### config.mk
export PLATFORM = sky130hd
export DESIGN_NAME = pressure_sensor_compensation_flat
export DESIGN_NICKNAME = d
export VERILOG_FILES = /design/src/hw/rtl/psc_pkg.sv /design/src/hw/rtl/psc_if.sv /design/src/hw/rtl/psc_cal_regs.sv /design/src/hw/rtl/psc_bitser_mul.sv /design/src/hw/rtl/pressure_sensor_compensation.sv /design/src/flat_wrapper.sv
export SDC_FILE = /design/constraint.sdc
export NUM_CORES = 2
export LEC_CHECK = 0
export BUFFER_PORTS_ARGS = -buffer_cell sky130_fd_sc_hd__buf_2
export CORE_AREA = 2 2 395 397
export DETAILED_ROUTE_END_ITERATION = 12
export DIE_AREA = 0 0 397 399
export PLACE_DENSITY_LB_ADDON = 0.12
export SYNTH_ARGS = -nofsm -noshare
export SYNTH_HDL_FRONTEND = slang
export SYNTH_SLANG_ARGS = --single-unit
### constraint.sdc
create_clock -name clk -period 11.1 [get_ports clk]
set_clock_uncertainty 0.05 [all_clocks]
set_input_delay 1.11 -clock clk [delete_from_list [all_inputs] [get_ports clk]]
set_output_delay 1.11 -clock clk [all_outputs]
set_load 0.03 [all_outputs]
### src/hw/rtl/psc_pkg.sv
`timescale 1ns / 1ps
// ----------------------------------------------------------------------------
// psc_pkg
// Widths, constants, register indices, sequencer states and shared structs
// for the pressure sensor compensation block.
// ----------------------------------------------------------------------------
package psc_pkg;

  // Field widths
  localparam int RAW_W     = 24;
  localparam int CAL_W     = 16;
  localparam int CFG_IDX_W = 3;
  localparam int TEMP_W    = 19;
  localparam int PRES_W    = 26;
  localparam int DEPTH_W   = 24;

  // Internal widths, sized from the ranges of the calibration arithmetic
  localparam int DT_W    = 26;  // signed dT
  localparam int DTMAG_W = 25;  // |dT|
  localparam int DMAG_W  = 17;  // |TEMP - 2000|
  localparam int ACC_W   = 40;  // offset / sensitivity
  localparam int MCAND_W = 40;
  localparam int PLR_W   = 25;
  localparam int PROD_W  = 64;
  localparam int DTSQ_W  = 48;
  localparam int SQ_W    = 34;
  localparam int TI_W    = 17;
  localparam int OFFI_W  = 35;
  localparam int SENSI_W = 34;
  localparam int V_W     = 42;
  localparam int DIFF_W  = 27;
  localparam int DEP_W   = 40;  // |diff| * scale

  // Shift amounts of the compensation formulas
  localparam int T_SHIFT     = 23;
  localparam int OFF_SHIFT   = 7;
  localparam int SENS_SHIFT  = 8;
  localparam int C2_SHIFT    = 16;
  localparam int C1_SHIFT    = 15;
  localparam int TI_LO_SHIFT = 33;
  localparam int TI_HI_SHIFT = 36;
  localparam int P1_SHIFT    = 21;
  localparam int P2_SHIFT    = 13;
  localparam int DEP_SHIFT   = 16;
  localparam int PMAG_W      = V_W - P2_SHIFT;

  localparam logic signed [TEMP_W-1:0] TEMP_REF    = TEMP_W'(2000);
  localparam logic [PLR_W-1:0]         DEPTH_SCALE = PLR_W'(6663);
  localparam logic [DEP_W-1:0]         DEP_RND     = DEP_W'(65535);
  localparam logic [PMAG_W-1:0]        P_POS_LIM   = PMAG_W'(33554431);
  localparam logic [PMAG_W-1:0]        P_NEG_LIM   = PMAG_W'(33554432);
  localparam logic signed [PRES_W-1:0] P_MAX       = PRES_W'(33554431);
  localparam logic signed [PRES_W-1:0] P_MIN       = {1'b1, {(PRES_W-1){1'b0}}};

  // Request / result kinds
  localparam logic KIND_TEMP = 1'b0;
  localparam logic KIND_PRES = 1'b1;

  typedef enum logic [CFG_IDX_W-1:0] {
    REG_C1 = 3'd0,
    REG_C2 = 3'd1,
    REG_C3 = 3'd2,
    REG_C4 = 3'd3,
    REG_C5 = 3'd4,
    REG_C6 = 3'd5
  } cal_idx_t;

  typedef struct packed {
    logic [CAL_W-1:0] c1;
    logic [CAL_W-1:0] c2;
    logic [CAL_W-1:0] c3;
    logic [CAL_W-1:0] c4;
    logic [CAL_W-1:0] c5;
    logic [CAL_W-1:0] c6;
  } cal_t;

  typedef struct packed {
    logic                 en;
    logic [CFG_IDX_W-1:0] idx;
    logic [CAL_W-1:0]     data;
  } cfg_wr_t;

  typedef struct packed {
    logic               go;
    logic [MCAND_W-1:0] mcand;
    logic [PLR_W-1:0]   plr;
  } mul_req_t;

  typedef struct packed {
    logic              done;
    logic [PROD_W-1:0] prod;
  } mul_rsp_t;

  typedef enum logic [3:0] {
    ST_IDLE,
    ST_T_PREP,
    ST_T_MUL_C6,
    ST_T_MUL_C4,
    ST_T_MUL_C3,
    ST_T_MUL_D,
    ST_T_MUL_DT,
    ST_T_CORR,
    ST_T_APPLY,
    ST_P_MUL_SENS,
    ST_P_SUB,
    ST_P_ABS,
    ST_P_SCALE,
    ST_P_BASE,
    ST_P_MUL_DEPTH,
    ST_OUT
  } state_t;

endpackage

### src/hw/rtl/psc_if.sv
`timescale 1ns / 1ps
// ----------------------------------------------------------------------------
// psc_if
// Valid/ready channel interfaces: conversion requests, results and
// calibration register writes.
// ----------------------------------------------------------------------------
interface psc_in_if;
  logic                     valid;
  logic                     ready;
  logic                     req_type;
  logic [psc_pkg::RAW_W-1:0] raw_adc;

  modport source (output valid, output req_type, output raw_adc, input ready);
  modport sink   (input valid, input req_type, input raw_adc, output ready);
endinterface

interface psc_out_if;
  logic                              valid;
  logic                              ready;
  logic                              result_kind;
  logic signed [psc_pkg::TEMP_W-1:0]  temperature_centi;
  logic signed [psc_pkg::PRES_W-1:0]  pressure_tenth_mbar;
  logic signed [psc_pkg::DEPTH_W-1:0] depth_cm;

  modport source (output valid, output result_kind, output temperature_centi,
                  output pressure_tenth_mbar, output depth_cm, input ready);
  modport sink   (input valid, input result_kind, input temperature_centi,
                  input pressure_tenth_mbar, input depth_cm, output ready);
endinterface

interface psc_cfg_if;
  logic                         valid;
  logic                         ready;
  logic [psc_pkg::CFG_IDX_W-1:0] index;
  logic [psc_pkg::CAL_W-1:0]     data;

  modport source (output valid, output index, output data, input ready);
  modport sink   (input valid, input index, input data, output ready);
endinterface

### src/hw/rtl/psc_cal_regs.sv
`timescale 1ns / 1ps
// ----------------------------------------------------------------------------
// psc_cal_regs
// The six calibration words, written one at a time by index.
// ----------------------------------------------------------------------------
module psc_cal_regs (
  input  logic             clk,
  input  logic             rst_n,
  input  psc_pkg::cfg_wr_t wr,
  output psc_pkg::cal_t    cal
);

  psc_pkg::cal_t cal_r;

  always_ff @(posedge clk) begin
    if (!rst_n) begin
      cal_r <= '0;
    end else if (wr.en) begin
      case (wr.idx)
        psc_pkg::REG_C1: cal_r.c1 <= wr.data;
        psc_pkg::REG_C2: cal_r.c2 <= wr.data;
        psc_pkg::REG_C3: cal_r.c3 <= wr.data;
        psc_pkg::REG_C4: cal_r.c4 <= wr.data;
        psc_pkg::REG_C5: cal_r.c5 <= wr.data;
        psc_pkg::REG_C6: cal_r.c6 <= wr.data;
        default: ;  // unused indices are dropped
      endcase
    end
  end

  assign cal = cal_r;

endmodule

### src/hw/rtl/psc_bitser_mul.sv
`timescale 1ns / 1ps
// ----------------------------------------------------------------------------
// psc_bitser_mul
// Unsigned shift-and-add multiplier. The multiplier operand shifts out one
// bit per cycle; finishes as soon as no set bits remain.
// ----------------------------------------------------------------------------
module psc_bitser_mul (
  input  logic              clk,
  input  logic              rst_n,
  input  psc_pkg::mul_req_t req,
  output psc_pkg::mul_rsp_t rsp
);

  logic                         busy_r, busy_nxt;
  logic [psc_pkg::PROD_W-1:0]   mcand_r, mcand_nxt;
  logic [psc_pkg::PROD_W-1:0]   acc_r, acc_nxt;
  logic [psc_pkg::PLR_W-1:0]    plr_r, plr_nxt;

  always_comb begin
    busy_nxt  = busy_r;
    mcand_nxt = mcand_r;
    acc_nxt   = acc_r;
    plr_nxt   = plr_r;
    if (req.go) begin
      busy_nxt  = 1'b1;
      mcand_nxt = psc_pkg::PROD_W'(req.mcand);
      acc_nxt   = '0;
      plr_nxt   = req.plr;
    end else if (busy_r) begin
      if (plr_r == '0) begin
        busy_nxt = 1'b0;
      end else begin
        if (plr_r[0]) begin
          acc_nxt = acc_r + mcand_r;
        end
        mcand_nxt = mcand_r << 1;
        plr_nxt   = plr_r >> 1;
      end
    end
  end

  always_ff @(posedge clk) begin
    if (!rst_n) begin
      busy_r <= 1'b0;
    end else begin
      busy_r <= busy_nxt;
    end
  end

  always_ff @(posedge clk) begin
    mcand_r <= mcand_nxt;
    acc_r   <= acc_nxt;
    plr_r   <= plr_nxt;
  end

  assign rsp.done = busy_r && (plr_r == '0);
  assign rsp.prod = acc_r;

endmodule

### src/hw/rtl/pressure_sensor_compensation.sv
`timescale 1ns / 1ps
// ----------------------------------------------------------------------------
// pressure_sensor_compensation
// Second-order temperature/pressure compensation of raw sensor conversions,
// with depth relative to the first pressure seen after reset.
// ----------------------------------------------------------------------------
// Usage:
//   in_ch  : one request per conversion; req_type 0 = temperature (D2),
//            1 = pressure (D1); raw_adc is the 24-bit conversion value.
//   out_ch : one result per request. result_kind 0 carries the temperature
//            in 0.01 C, 1 carries pressure in 0.1 mbar and depth in cm.
//   cfg_ch : calibration words C1..C6 at indices 0..5, always ready; write
//            only while no request is in flight.
//   Requests are taken one at a time. Each product runs through one
//   shift-and-add multiplier at one multiplier bit per cycle, with a launch
//   step and a capture step per product.
//   A temperature request uses five products (16, 16, 16, 17 and 25 bits),
//   a pressure request two (24 and 13 bits).
//   The output register decouples the sides: a new request is accepted while
//   a result waits; if the receiver stalls, the next result holds in the
//   block until the register frees.
//   Reset clears calibration, stored offset/sensitivity and the baseline;
//   the first pressure after reset becomes the baseline.
// ----------------------------------------------------------------------------
module pressure_sensor_compensation (
  input  logic      clk,
  input  logic      rst_n,
  psc_in_if.sink    in_ch,
  psc_out_if.source out_ch,
  psc_cfg_if.sink   cfg_ch
);

  psc_pkg::state_t   state_r, state_nxt;
  psc_pkg::cal_t     cal;
  psc_pkg::cfg_wr_t  cfg_wr;
  psc_pkg::mul_req_t mul_req;
  psc_pkg::mul_rsp_t mul_rsp;

  logic in_acc;
  logic out_load;
  logic is_mul;
  logic launched_r;

  // temperature path
  logic [psc_pkg::RAW_W-1:0]          raw_r;
  logic                               dt_neg_r;
  logic [psc_pkg::DTMAG_W-1:0]        dt_mag_r;
  logic [psc_pkg::DMAG_W-1:0]         d_mag_r;
  logic                               low_r;
  logic signed [psc_pkg::TEMP_W-1:0]  temp_r;
  logic signed [psc_pkg::ACC_W-1:0]   off_r, sens_r;
  logic [psc_pkg::SQ_W-1:0]           sq_r;
  logic [psc_pkg::DTSQ_W-1:0]         dtsq_r;
  logic [psc_pkg::TI_W-1:0]           ti_r;
  logic [psc_pkg::OFFI_W-1:0]         offi_r;
  logic [psc_pkg::SENSI_W-1:0]        sensi_r;
  logic signed [psc_pkg::ACC_W-1:0]   off_acc_r, sens_acc_r;

  // pressure path
  logic signed [psc_pkg::ACC_W-1:0]   t_r;
  logic signed [psc_pkg::V_W-1:0]     v_r;
  logic                               v_neg_r;
  logic [psc_pkg::V_W-1:0]            v_mag_r;
  logic signed [psc_pkg::PRES_W-1:0]  p_r, base_r;
  logic                               base_valid_r;
  logic signed [psc_pkg::DIFF_W-1:0]  diff_r;

  // result staging and output register
  logic                               res_kind_r;
  logic signed [psc_pkg::TEMP_W-1:0]  res_temp_r;
  logic signed [psc_pkg::PRES_W-1:0]  res_pres_r;
  logic signed [psc_pkg::DEPTH_W-1:0] res_depth_r;
  logic                               out_valid_r, out_valid_nxt;
  logic                               out_kind_r;
  logic signed [psc_pkg::TEMP_W-1:0]  out_temp_r;
  logic signed [psc_pkg::PRES_W-1:0]  out_pres_r;
  logic signed [psc_pkg::DEPTH_W-1:0] out_depth_r;

  // combinational datapath
  logic signed [psc_pkg::DT_W-1:0]    dt_s;
  logic [psc_pkg::DT_W-1:0]           dt_abs;
  logic [psc_pkg::DMAG_W-1:0]         dq;
  logic signed [psc_pkg::TEMP_W-1:0]  temp_c6;
  logic [psc_pkg::ACC_W-1:0]          off_mag, off_base, sens_mag, sens_base;
  logic [psc_pkg::DTSQ_W+1:0]         dtsq3;
  logic [psc_pkg::SQ_W+1:0]           sq3;
  logic [psc_pkg::SQ_W+2:0]           sq5;
  logic [psc_pkg::TI_W-1:0]           ti_c;
  logic [psc_pkg::OFFI_W-1:0]         offi_c;
  logic [psc_pkg::SENSI_W-1:0]        sensi_c;
  logic [psc_pkg::ACC_W-1:0]          sens_abs, t_mag;
  logic [psc_pkg::PMAG_W-1:0]         pm;
  logic [psc_pkg::PRES_W-1:0]         pm_lo;
  logic signed [psc_pkg::PRES_W-1:0]  p_c;
  logic [psc_pkg::DIFF_W-1:0]         diff_abs;
  logic [psc_pkg::DEP_W-1:0]          dep_up;
  logic [psc_pkg::DEPTH_W-1:0]        dep_floor, dep_ceil;
  logic signed [psc_pkg::DEPTH_W-1:0] dep_c;

  psc_cal_regs u_cal_regs (
    .clk   (clk),
    .rst_n (rst_n),
    .wr    (cfg_wr),
    .cal   (cal)
  );

  psc_bitser_mul u_mul (
    .clk   (clk),
    .rst_n (rst_n),
    .req   (mul_req),
    .rsp   (mul_rsp)
  );

  assign cfg_ch.ready = 1'b1;
  assign cfg_wr.en    = cfg_ch.valid;
  assign cfg_wr.idx   = cfg_ch.index;
  assign cfg_wr.data  = cfg_ch.data;

  assign in_acc   = in_ch.valid && in_ch.ready;
  assign out_load = (state_r == psc_pkg::ST_OUT) && (!out_valid_r || out_ch.ready);
  assign is_mul   = state_r inside {psc_pkg::ST_T_MUL_C6, psc_pkg::ST_T_MUL_C4,
                                    psc_pkg::ST_T_MUL_C3, psc_pkg::ST_T_MUL_D,
                                    psc_pkg::ST_T_MUL_DT, psc_pkg::ST_P_MUL_SENS,
                                    psc_pkg::ST_P_MUL_DEPTH};

  // --- next state ---
  always_comb begin
    state_nxt = state_r;
    case (state_r)
      psc_pkg::ST_IDLE: begin
        if (in_acc) begin
          state_nxt = (in_ch.req_type == psc_pkg::KIND_PRES) ? psc_pkg::ST_P_MUL_SENS
                                                            : psc_pkg::ST_T_PREP;
        end
      end
      psc_pkg::ST_T_PREP:   state_nxt = psc_pkg::ST_T_MUL_C6;
      psc_pkg::ST_T_MUL_C6: if (mul_rsp.done) state_nxt = psc_pkg::ST_T_MUL_C4;
      psc_pkg::ST_T_MUL_C4: if (mul_rsp.done) state_nxt = psc_pkg::ST_T_MUL_C3;
      psc_pkg::ST_T_MUL_C3: if (mul_rsp.done) state_nxt = psc_pkg::ST_T_MUL_D;
      psc_pkg::ST_T_MUL_D:  if (mul_rsp.done) state_nxt = psc_pkg::ST_T_MUL_DT;
      psc_pkg::ST_T_MUL_DT: if (mul_rsp.done) state_nxt = psc_pkg::ST_T_CORR;
      psc_pkg::ST_T_CORR:   state_nxt = psc_pkg::ST_T_APPLY;
      psc_pkg::ST_T_APPLY:  state_nxt = psc_pkg::ST_OUT;
      psc_pkg::ST_P_MUL_SENS: if (mul_rsp.done) state_nxt = psc_pkg::ST_P_SUB;
      psc_pkg::ST_P_SUB:    state_nxt = psc_pkg::ST_P_ABS;
      psc_pkg::ST_P_ABS:    state_nxt = psc_pkg::ST_P_SCALE;
      psc_pkg::ST_P_SCALE:  state_nxt = psc_pkg::ST_P_BASE;
      psc_pkg::ST_P_BASE:   state_nxt = psc_pkg::ST_P_MUL_DEPTH;
      psc_pkg::ST_P_MUL_DEPTH: if (mul_rsp.done) state_nxt = psc_pkg::ST_OUT;
      psc_pkg::ST_OUT:      if (out_load) state_nxt = psc_pkg::ST_IDLE;
      default:              state_nxt = psc_pkg::ST_IDLE;
    endcase
  end

  // --- outputs: handshake and multiplier operands ---
  always_comb begin
    in_ch.ready   = (state_r == psc_pkg::ST_IDLE);
    mul_req.go    = is_mul && !launched_r;
    mul_req.mcand = psc_pkg::MCAND_W'(dt_mag_r);
    mul_req.plr   = psc_pkg::PLR_W'(cal.c6);
    case (state_r)
      psc_pkg::ST_T_MUL_C4: mul_req.plr = psc_pkg::PLR_W'(cal.c4);
      psc_pkg::ST_T_MUL_C3: mul_req.plr = psc_pkg::PLR_W'(cal.c3);
      psc_pkg::ST_T_MUL_D: begin
        mul_req.mcand = psc_pkg::MCAND_W'(d_mag_r);
        mul_req.plr   = psc_pkg::PLR_W'(d_mag_r);
      end
      psc_pkg::ST_T_MUL_DT: mul_req.plr = dt_mag_r;
      psc_pkg::ST_P_MUL_SENS: begin
        mul_req.mcand = sens_abs;
        mul_req.plr   = psc_pkg::PLR_W'(raw_r);
      end
      psc_pkg::ST_P_MUL_DEPTH: begin
        mul_req.mcand = psc_pkg::MCAND_W'(diff_abs);
        mul_req.plr   = psc_pkg::DEPTH_SCALE;
      end
      default: ;
    endcase
  end

  // --- datapath arithmetic ---
  always_comb begin
    dt_s   = $signed({2'b00, raw_r}) - $signed({2'b00, cal.c5, 8'h00});
    dt_abs = dt_s[psc_pkg::DT_W-1] ? -dt_s : dt_s;

    // sign-magnitude products give truncation toward zero for free
    dq      = psc_pkg::DMAG_W'(mul_rsp.prod >> psc_pkg::T_SHIFT);
    temp_c6 = dt_neg_r ? psc_pkg::TEMP_REF - psc_pkg::TEMP_W'(dq)
                       : psc_pkg::TEMP_REF + psc_pkg::TEMP_W'(dq);

    off_base  = psc_pkg::ACC_W'({cal.c2, {psc_pkg::C2_SHIFT{1'b0}}});
    off_mag   = psc_pkg::ACC_W'(mul_rsp.prod >> psc_pkg::OFF_SHIFT);
    sens_base = psc_pkg::ACC_W'({cal.c1, {psc_pkg::C1_SHIFT{1'b0}}});
    sens_mag  = psc_pkg::ACC_W'(mul_rsp.prod >> psc_pkg::SENS_SHIFT);

    // second-order terms
    dtsq3 = {1'b0, dtsq_r, 1'b0} + {2'b00, dtsq_r};
    sq3   = {1'b0, sq_r, 1'b0} + {2'b00, sq_r};
    sq5   = {1'b0, sq_r, 2'b00} + {3'b000, sq_r};
    if (low_r) begin
      ti_c    = psc_pkg::TI_W'(dtsq3 >> psc_pkg::TI_LO_SHIFT);
      offi_c  = psc_pkg::OFFI_W'(sq3 >> 1);
      sensi_c = psc_pkg::SENSI_W'(sq5 >> 3);
    end else begin
      ti_c    = psc_pkg::TI_W'(dtsq_r >> psc_pkg::TI_HI_SHIFT);
      offi_c  = psc_pkg::OFFI_W'(sq_r >> 4);
      sensi_c = '0;
    end

    sens_abs = sens_acc_r[psc_pkg::ACC_W-1] ? -sens_acc_r : sens_acc_r;
    t_mag    = psc_pkg::ACC_W'(mul_rsp.prod >> psc_pkg::P1_SHIFT);

    pm    = psc_pkg::PMAG_W'(v_mag_r >> psc_pkg::P2_SHIFT);
    pm_lo = pm[psc_pkg::PRES_W-1:0];
    if (!v_neg_r && (pm > psc_pkg::P_POS_LIM)) begin
      p_c = psc_pkg::P_MAX;
    end else if (v_neg_r && (pm > psc_pkg::P_NEG_LIM)) begin
      p_c = psc_pkg::P_MIN;
    end else begin
      p_c = v_neg_r ? -pm_lo : pm_lo;
    end

    diff_abs = diff_r[psc_pkg::DIFF_W-1] ? -diff_r : diff_r;

    // floor shift: a negative product rounds away from zero before negation.
    // |diff| < 2^26 keeps the depth inside its field, so no clamp is needed.
    dep_up    = psc_pkg::DEP_W'(mul_rsp.prod) + psc_pkg::DEP_RND;
    dep_floor = psc_pkg::DEPTH_W'(mul_rsp.prod >> psc_pkg::DEP_SHIFT);
    dep_ceil  = psc_pkg::DEPTH_W'(dep_up >> psc_pkg::DEP_SHIFT);
    dep_c     = diff_r[psc_pkg::DIFF_W-1] ? -dep_ceil : dep_floor;
  end

  always_comb begin
    out_valid_nxt = out_valid_r;
    if (out_load) begin
      out_valid_nxt = 1'b1;
    end else if (out_ch.ready) begin
      out_valid_nxt = 1'b0;
    end
  end

  // --- control registers ---
  always_ff @(posedge clk) begin
    if (!rst_n) begin
      state_r      <= psc_pkg::ST_IDLE;
      launched_r   <= 1'b0;
      out_valid_r  <= 1'b0;
      off_acc_r    <= '0;
      sens_acc_r   <= '0;
      base_r       <= '0;
      base_valid_r <= 1'b0;
    end else begin
      state_r     <= state_nxt;
      out_valid_r <= out_valid_nxt;
      if (mul_req.go) begin
        launched_r <= 1'b1;
      end else if (mul_rsp.done) begin
        launched_r <= 1'b0;
      end
      if (state_r == psc_pkg::ST_T_APPLY) begin
        off_acc_r  <= off_r - psc_pkg::ACC_W'(offi_r);
        sens_acc_r <= sens_r - psc_pkg::ACC_W'(sensi_r);
      end
      if ((state_r == psc_pkg::ST_P_BASE) && !base_valid_r) begin
        base_r       <= p_r;
        base_valid_r <= 1'b1;
      end
    end
  end

  // --- payload registers ---
  always_ff @(posedge clk) begin
    if (in_acc) begin
      raw_r <= in_ch.raw_adc;
    end
    case (state_r)
      psc_pkg::ST_T_PREP: begin
        dt_neg_r <= dt_s[psc_pkg::DT_W-1];
        dt_mag_r <= dt_abs[psc_pkg::DTMAG_W-1:0];
      end
      psc_pkg::ST_T_MUL_C6: begin
        if (mul_rsp.done) begin
          temp_r  <= temp_c6;
          d_mag_r <= dq;
          low_r   <= dt_neg_r && (dq != '0);
        end
      end
      psc_pkg::ST_T_MUL_C4: begin
        if (mul_rsp.done) begin
          off_r <= dt_neg_r ? off_base - off_mag : off_base + off_mag;
        end
      end
      psc_pkg::ST_T_MUL_C3: begin
        if (mul_rsp.done) begin
          sens_r <= dt_neg_r ? sens_base - sens_mag : sens_base + sens_mag;
        end
      end
      psc_pkg::ST_T_MUL_D: begin
        if (mul_rsp.done) begin
          sq_r <= psc_pkg::SQ_W'(mul_rsp.prod);
        end
      end
      psc_pkg::ST_T_MUL_DT: begin
        if (mul_rsp.done) begin
          dtsq_r <= psc_pkg::DTSQ_W'(mul_rsp.prod);
        end
      end
      psc_pkg::ST_T_CORR: begin
        ti_r    <= ti_c;
        offi_r  <= offi_c;
        sensi_r <= sensi_c;
      end
      psc_pkg::ST_T_APPLY: begin
        res_kind_r  <= psc_pkg::KIND_TEMP;
        res_temp_r  <= temp_r - psc_pkg::TEMP_W'(ti_r);
        res_pres_r  <= '0;
        res_depth_r <= '0;
      end
      psc_pkg::ST_P_MUL_SENS: begin
        if (mul_rsp.done) begin
          t_r <= sens_acc_r[psc_pkg::ACC_W-1] ? -t_mag : t_mag;
        end
      end
      psc_pkg::ST_P_SUB: begin
        v_r <= psc_pkg::V_W'(t_r) - psc_pkg::V_W'(off_acc_r);
      end
      psc_pkg::ST_P_ABS: begin
        v_neg_r <= v_r[psc_pkg::V_W-1];
        v_mag_r <= v_r[psc_pkg::V_W-1] ? -v_r : v_r;
      end
      psc_pkg::ST_P_SCALE: begin
        p_r <= p_c;
      end
      psc_pkg::ST_P_BASE: begin
        // the first pressure becomes its own baseline
        diff_r <= base_valid_r ? psc_pkg::DIFF_W'(p_r) - psc_pkg::DIFF_W'(base_r) : '0;
      end
      psc_pkg::ST_P_MUL_DEPTH: begin
        if (mul_rsp.done) begin
          res_kind_r  <= psc_pkg::KIND_PRES;
          res_temp_r  <= '0;
          res_pres_r  <= p_r;
          res_depth_r <= dep_c;
        end
      end
      default: ;
    endcase
    if (out_load) begin
      out_kind_r  <= res_kind_r;
      out_temp_r  <= res_temp_r;
      out_pres_r  <= res_pres_r;
      out_depth_r <= res_depth_r;
    end
  end

  assign out_ch.valid               = out_valid_r;
  assign out_ch.result_kind         = out_kind_r;
  assign out_ch.temperature_centi   = out_temp_r;
  assign out_ch.pressure_tenth_mbar = out_pres_r;
  assign out_ch.depth_cm            = out_depth_r;

endmodule

### src/flat_wrapper.sv
// flat-port wrapper written by rule: the top's interface ports become plain ports
module pressure_sensor_compensation_flat 
  (clk, rst_n, in_ch_valid, in_ch_req_type, in_ch_raw_adc, in_ch_ready, out_ch_valid, out_ch_result_kind, out_ch_temperature_centi, out_ch_pressure_tenth_mbar, out_ch_depth_cm, out_ch_ready, cfg_ch_valid, cfg_ch_index, cfg_ch_data, cfg_ch_ready);
  psc_in_if in_ch_i ();
  psc_out_if out_ch_i ();
  psc_cfg_if cfg_ch_i ();
  input  logic clk;
  input  logic rst_n;
  input wire logic [$bits(in_ch_i.valid)-1:0] in_ch_valid;
  input wire logic [$bits(in_ch_i.req_type)-1:0] in_ch_req_type;
  input wire logic [$bits(in_ch_i.raw_adc)-1:0] in_ch_raw_adc;
  output wire logic [$bits(in_ch_i.ready)-1:0] in_ch_ready;
  output wire logic [$bits(out_ch_i.valid)-1:0] out_ch_valid;
  output wire logic [$bits(out_ch_i.result_kind)-1:0] out_ch_result_kind;
  output wire logic [$bits(out_ch_i.temperature_centi)-1:0] out_ch_temperature_centi;
  output wire logic [$bits(out_ch_i.pressure_tenth_mbar)-1:0] out_ch_pressure_tenth_mbar;
  output wire logic [$bits(out_ch_i.depth_cm)-1:0] out_ch_depth_cm;
  input wire logic [$bits(out_ch_i.ready)-1:0] out_ch_ready;
  input wire logic [$bits(cfg_ch_i.valid)-1:0] cfg_ch_valid;
  input wire logic [$bits(cfg_ch_i.index)-1:0] cfg_ch_index;
  input wire logic [$bits(cfg_ch_i.data)-1:0] cfg_ch_data;
  output wire logic [$bits(cfg_ch_i.ready)-1:0] cfg_ch_ready;
  assign in_ch_i.valid = in_ch_valid;
  assign in_ch_i.req_type = in_ch_req_type;
  assign in_ch_i.raw_adc = in_ch_raw_adc;
  assign in_ch_ready = in_ch_i.ready;
  assign out_ch_valid = out_ch_i.valid;
  assign out_ch_result_kind = out_ch_i.result_kind;
  assign out_ch_temperature_centi = out_ch_i.temperature_centi;
  assign out_ch_pressure_tenth_mbar = out_ch_i.pressure_tenth_mbar;
  assign out_ch_depth_cm = out_ch_i.depth_cm;
  assign out_ch_i.ready = out_ch_ready;
  assign cfg_ch_i.valid = cfg_ch_valid;
  assign cfg_ch_i.index = cfg_ch_index;
  assign cfg_ch_i.data = cfg_ch_data;
  assign cfg_ch_ready = cfg_ch_i.ready;
  pressure_sensor_compensation u_core (.clk(clk), .rst_n(rst_n), .in_ch(in_ch_i), .out_ch(out_ch_i), .cfg_ch(cfg_ch_i));
endmodule
==> results.txt <==
Final HPWL DP: 166000 um
Synth Area in Adders: 8.98%
Post-CTS setup buffers: 0
Crit Path Max Fanout: 6
Placement row count: 144
Syn_nets: 7025
FF-to-FF Start: u_core.u_mul.acc_r[0]$_SDFFE_PP0P_
Initial Utilization: 40.0%
Crit path capture type: flip-flop
Highest Clock Rate: 197 MHz
Gr usage total: 27.1%
Cells after Synth: 6542
Clock Sinks: 995
LEAKAGE: 25.6 nW
Die area: 0.158 mm^2
Worst Hold Endpoint: u_core.out_ch.depth_cm[2]$_DFFE_PP_
Top delay family on crit path: compound AO/OA/AOI/OAI gates
IO buf count: 120
Yosys cell types: 98
Min Tclk post-route: 5.07 ns
Buf+Inv Stages, Crit Path: 1
Synth Area in Compound Gates: 18.3%
Vias/cell: 5.81
Multiplexer area fraction after synthesis: 1.24%
Hold Buf Count CTS: 0
Fillers: 14900
R2R cell count: 13
Critical Path Slowest Stage Cell: a2111oi_0
RSZ-0062 raised after global routing: no
Pwr dens: 220 mW/mm^2
IO Pins: 122
Hold Path Cell Cnt: 0
DRC: 0
H-tree depth: 3
Post-synth EDFFs: 703
Multi-input gate area: 0.0322 mm^2
Final Hold Slack: 0.362 ns
Avg Cell Area, Syn: 9.39 um^2
Flop and latch count out of synthesis: 995
Peak supply drop: 0.153 mV
Synth Flop Type: edfxtp_1
Pre-antenna DRT Iters: 8
Hold Path Class: flip-flop to flip-flop
Setup TNS: 0 ns
Deepest clock path buffer count: 3
Die H: 399 um
Synthesized area: 0.0614 mm^2
First-pass GRT wire length: 319000 um
CP Launch Type: flip-flop
Fin. Hold Viols: 0
Largest family of logic cells by synthesized area: compound AO/OA/AOI/OAI gates
Sequential cell area: 0.0270 mm^2
Worst-path clk slew: 0.06 ns
CP startpoint: u_core.u_mul.acc_r[0]$_SDFFE_PP0P_
WL per Instance: 25.2 um
Synth warn: 0
Max incr delay on CP: 1.14 ns
Largest net degree at the start of global routing: 82
CP Data Required Time: 11.69 ns
Outcome: completed
Final Routed Wirelength: 220000 um
Fin. max-slew vios: 0
Asr flop ratio synth: 0%
Initial DRC count: 5216
Simple-Gate Fraction of Synth Area: 15.9%
Post-synthesis sequential area ratio: 43.9%
Slew @ Worst Pin: 1.25 ns
Clk root buf: clkbuf_16
Final Cycle Share: 45.6%
Share of layout cells above drive strength 1: 7.77%
Die Wd: 397 um
DRT antenna net count: 0
Worst EP arrival: 5.65 ns
CTS tree: yes
Post-cts resize count: 0
Reg-to-Reg End: u_core.u_mul.acc_r[58]$_SDFFE_PP0P_
Flop-to-flop setup slack: 6.03 ns
Worst slew margin: 14.4%
Hold_sp: u_core.res_depth_r[2]$_SDFFCE_PN0P_
Num CTS Buffers: 115
Initial antenna violation count: 22
Area growth syn-to-layout: 10.9%
Nets: 7072
CP cell instances: ha_1, inv_1, fa_1, nand2b_1, a21oi_1, o21ai_0, nand2_1, o2111ai_1, a2111oi_0, o21ai_0, a2111oi_0, nor3_1, o31ai_1
WS Path Type: flip-flop to flip-flop
Final setup fails: 0
Gr ovfl total: 0
Max_cap viols: 0
Routed vias: 50700
Vias in the first global route: 47300
GPL Wtd Cong: 0.959
Post-Synth XOR/XNOR Area: 7.67%
Clk_lat worst skew: 0.76 ns
Core ar.: 0.154 mm^2
[cell usage after synthesis (76+ instances only)]
cell / number / area share, %
nor3_1: 148 / 1.2
clkbuf_1: 245 / 1.5
a21o_1: 171 / 2.1
inv_1: 335 / 2.0
nand3_1: 119 / 0.97
nand4_1: 80 / 0.81
dfxtp_1: 292 / 9.5
xor2_1: 153 / 2.2
edfxtp_1: 703 / 34
or3_1: 76 / 0.77
nor2_1: 450 / 2.7
ha_1: 423 / 8.6
o21ai_0: 409 / 3.3
nand2_1: 797 / 4.9
o31ai_1: 91 / 1.1
a21oi_1: 603 / 4.9
xnor2_1: 385 / 5.5
[logic make-up (layout without fill, tap and decap cells)]
logic type,Yosys count,after routing
flops,995,995
fa+ha+maj,434,434
mux,72,72
simple gates,2076,2076
other cells,2,7
xor+xnor,538,538
compound gates,1806,1806
buf+inv,619,767
[worst register-to-register path, delay by kind of cell (launching register included)]
family / cells / cell delay [ns]
and+or+nand+nor: 3 / 0.56
adders and majority gates: 2 / 0.61
DFF: 1 / 0.43
AOI/OAI and AO/OA: 7 / 3.25
buffers and inverters: 1 / 0.07
[layer usage]
metal,share of wire (%),global-route usage (%),wire length (um),vias up
met5,0.026,0,58,-
met4,3.4,9.48,7510,8
met3,7.3,4.58,16100,298
met2,44,42.0,96800,1794
met1,45,38.2,99500,24700
li1,-,-,-,23900
[cell usage in the layout (no fill, tap or decap), types with 119 or more instances in the layout]
cell and n:
buf_2 120, edfxtp_1 703, o21ai_0 408, a21oi_1 603, dfxtp_1 290, xor2_1 153, a21o_1 171, nand2_1 795
ha_1 423, inv_1 334, xnor2_1 385, nand3_1 119, nor3_1 138, nor2_1 438
[power breakdown]
| group | switching, mW | internal (mW) |
|---|---|---|
| logic | 4.04 | 1.81 |
| clock network | 1.67 | 2.24 |
| registers | 0.475 | 4.78 |
[cell type report]
cell class	count	area share [%]
Clock buffer	159	4.72
Multi-Input combinational cell	4928	47.3
Sequential cell	995	39.6
Clock inverter	59	0.939
Timing Repair Buffer	206	1.83
Inverter	343	1.90
Tap cell	2044	3.75
Antenna cell	5	0.0184
[sequential cells by signal, summed over array words and instances (netlist names), 40 cells and up]
name / cells
u_core.u_cal_regs.cal: 96
u_core.sens_r: 40
u_core.t_r: 40
u_core.off_acc_r: 40
u_core.dtsq_r: 48
u_core.u_mul.acc_r: 61
u_core.sens_acc_r: 40
u_core.off_r: 40
u_core.v_r: 41
u_core.u_mul.mcand_r: 61
[stage by stage]
| stage | power [mW] | utilization (%) | std cells | cell area, um^2 | setup WS, ns |
|---|---|---|---|---|---|
| after global placement | 11.0 | 41.8 | 8516 | 64200 | 6.19 |
| after floorplan | 8.91 | - | 6542 | 61400 | 4.22 |
| after detailed placement | 11.0 | 41.8 | 8516 | 64200 | 6.22 |
| final | 15.0 | 44.3 | 8739 | 68100 | 6.03 |
| after CTS | 15.0 | 44.3 | 8734 | 68100 | 6.16 |
| after global routing | 15.7 | 44.3 | 8734 | 68100 | 5.73 |
[how the worst max path moves through the flow]
stage                                     endpoint  slack (ns)  cells after the start
6_report       u_core.u_mul.acc_r[58]$_SDFFE_PP0P_        6.03                     13
5_1_grt        u_core.u_mul.acc_r[58]$_SDFFE_PP0P_        5.73                     11
4_1_cts        u_core.u_mul.acc_r[58]$_SDFFE_PP0P_        6.16                     13
3_5_place_dp   u_core.u_mul.acc_r[58]$_SDFFE_PP0P_        6.22                     13
3_3_place_gp   u_core.u_mul.acc_r[58]$_SDFFE_PP0P_        6.19                     13
2_1_floorplan  u_core.res_depth_r[0]$_SDFFCE_PN0P_        4.22                      5
(Power assumes the default switching activity.)
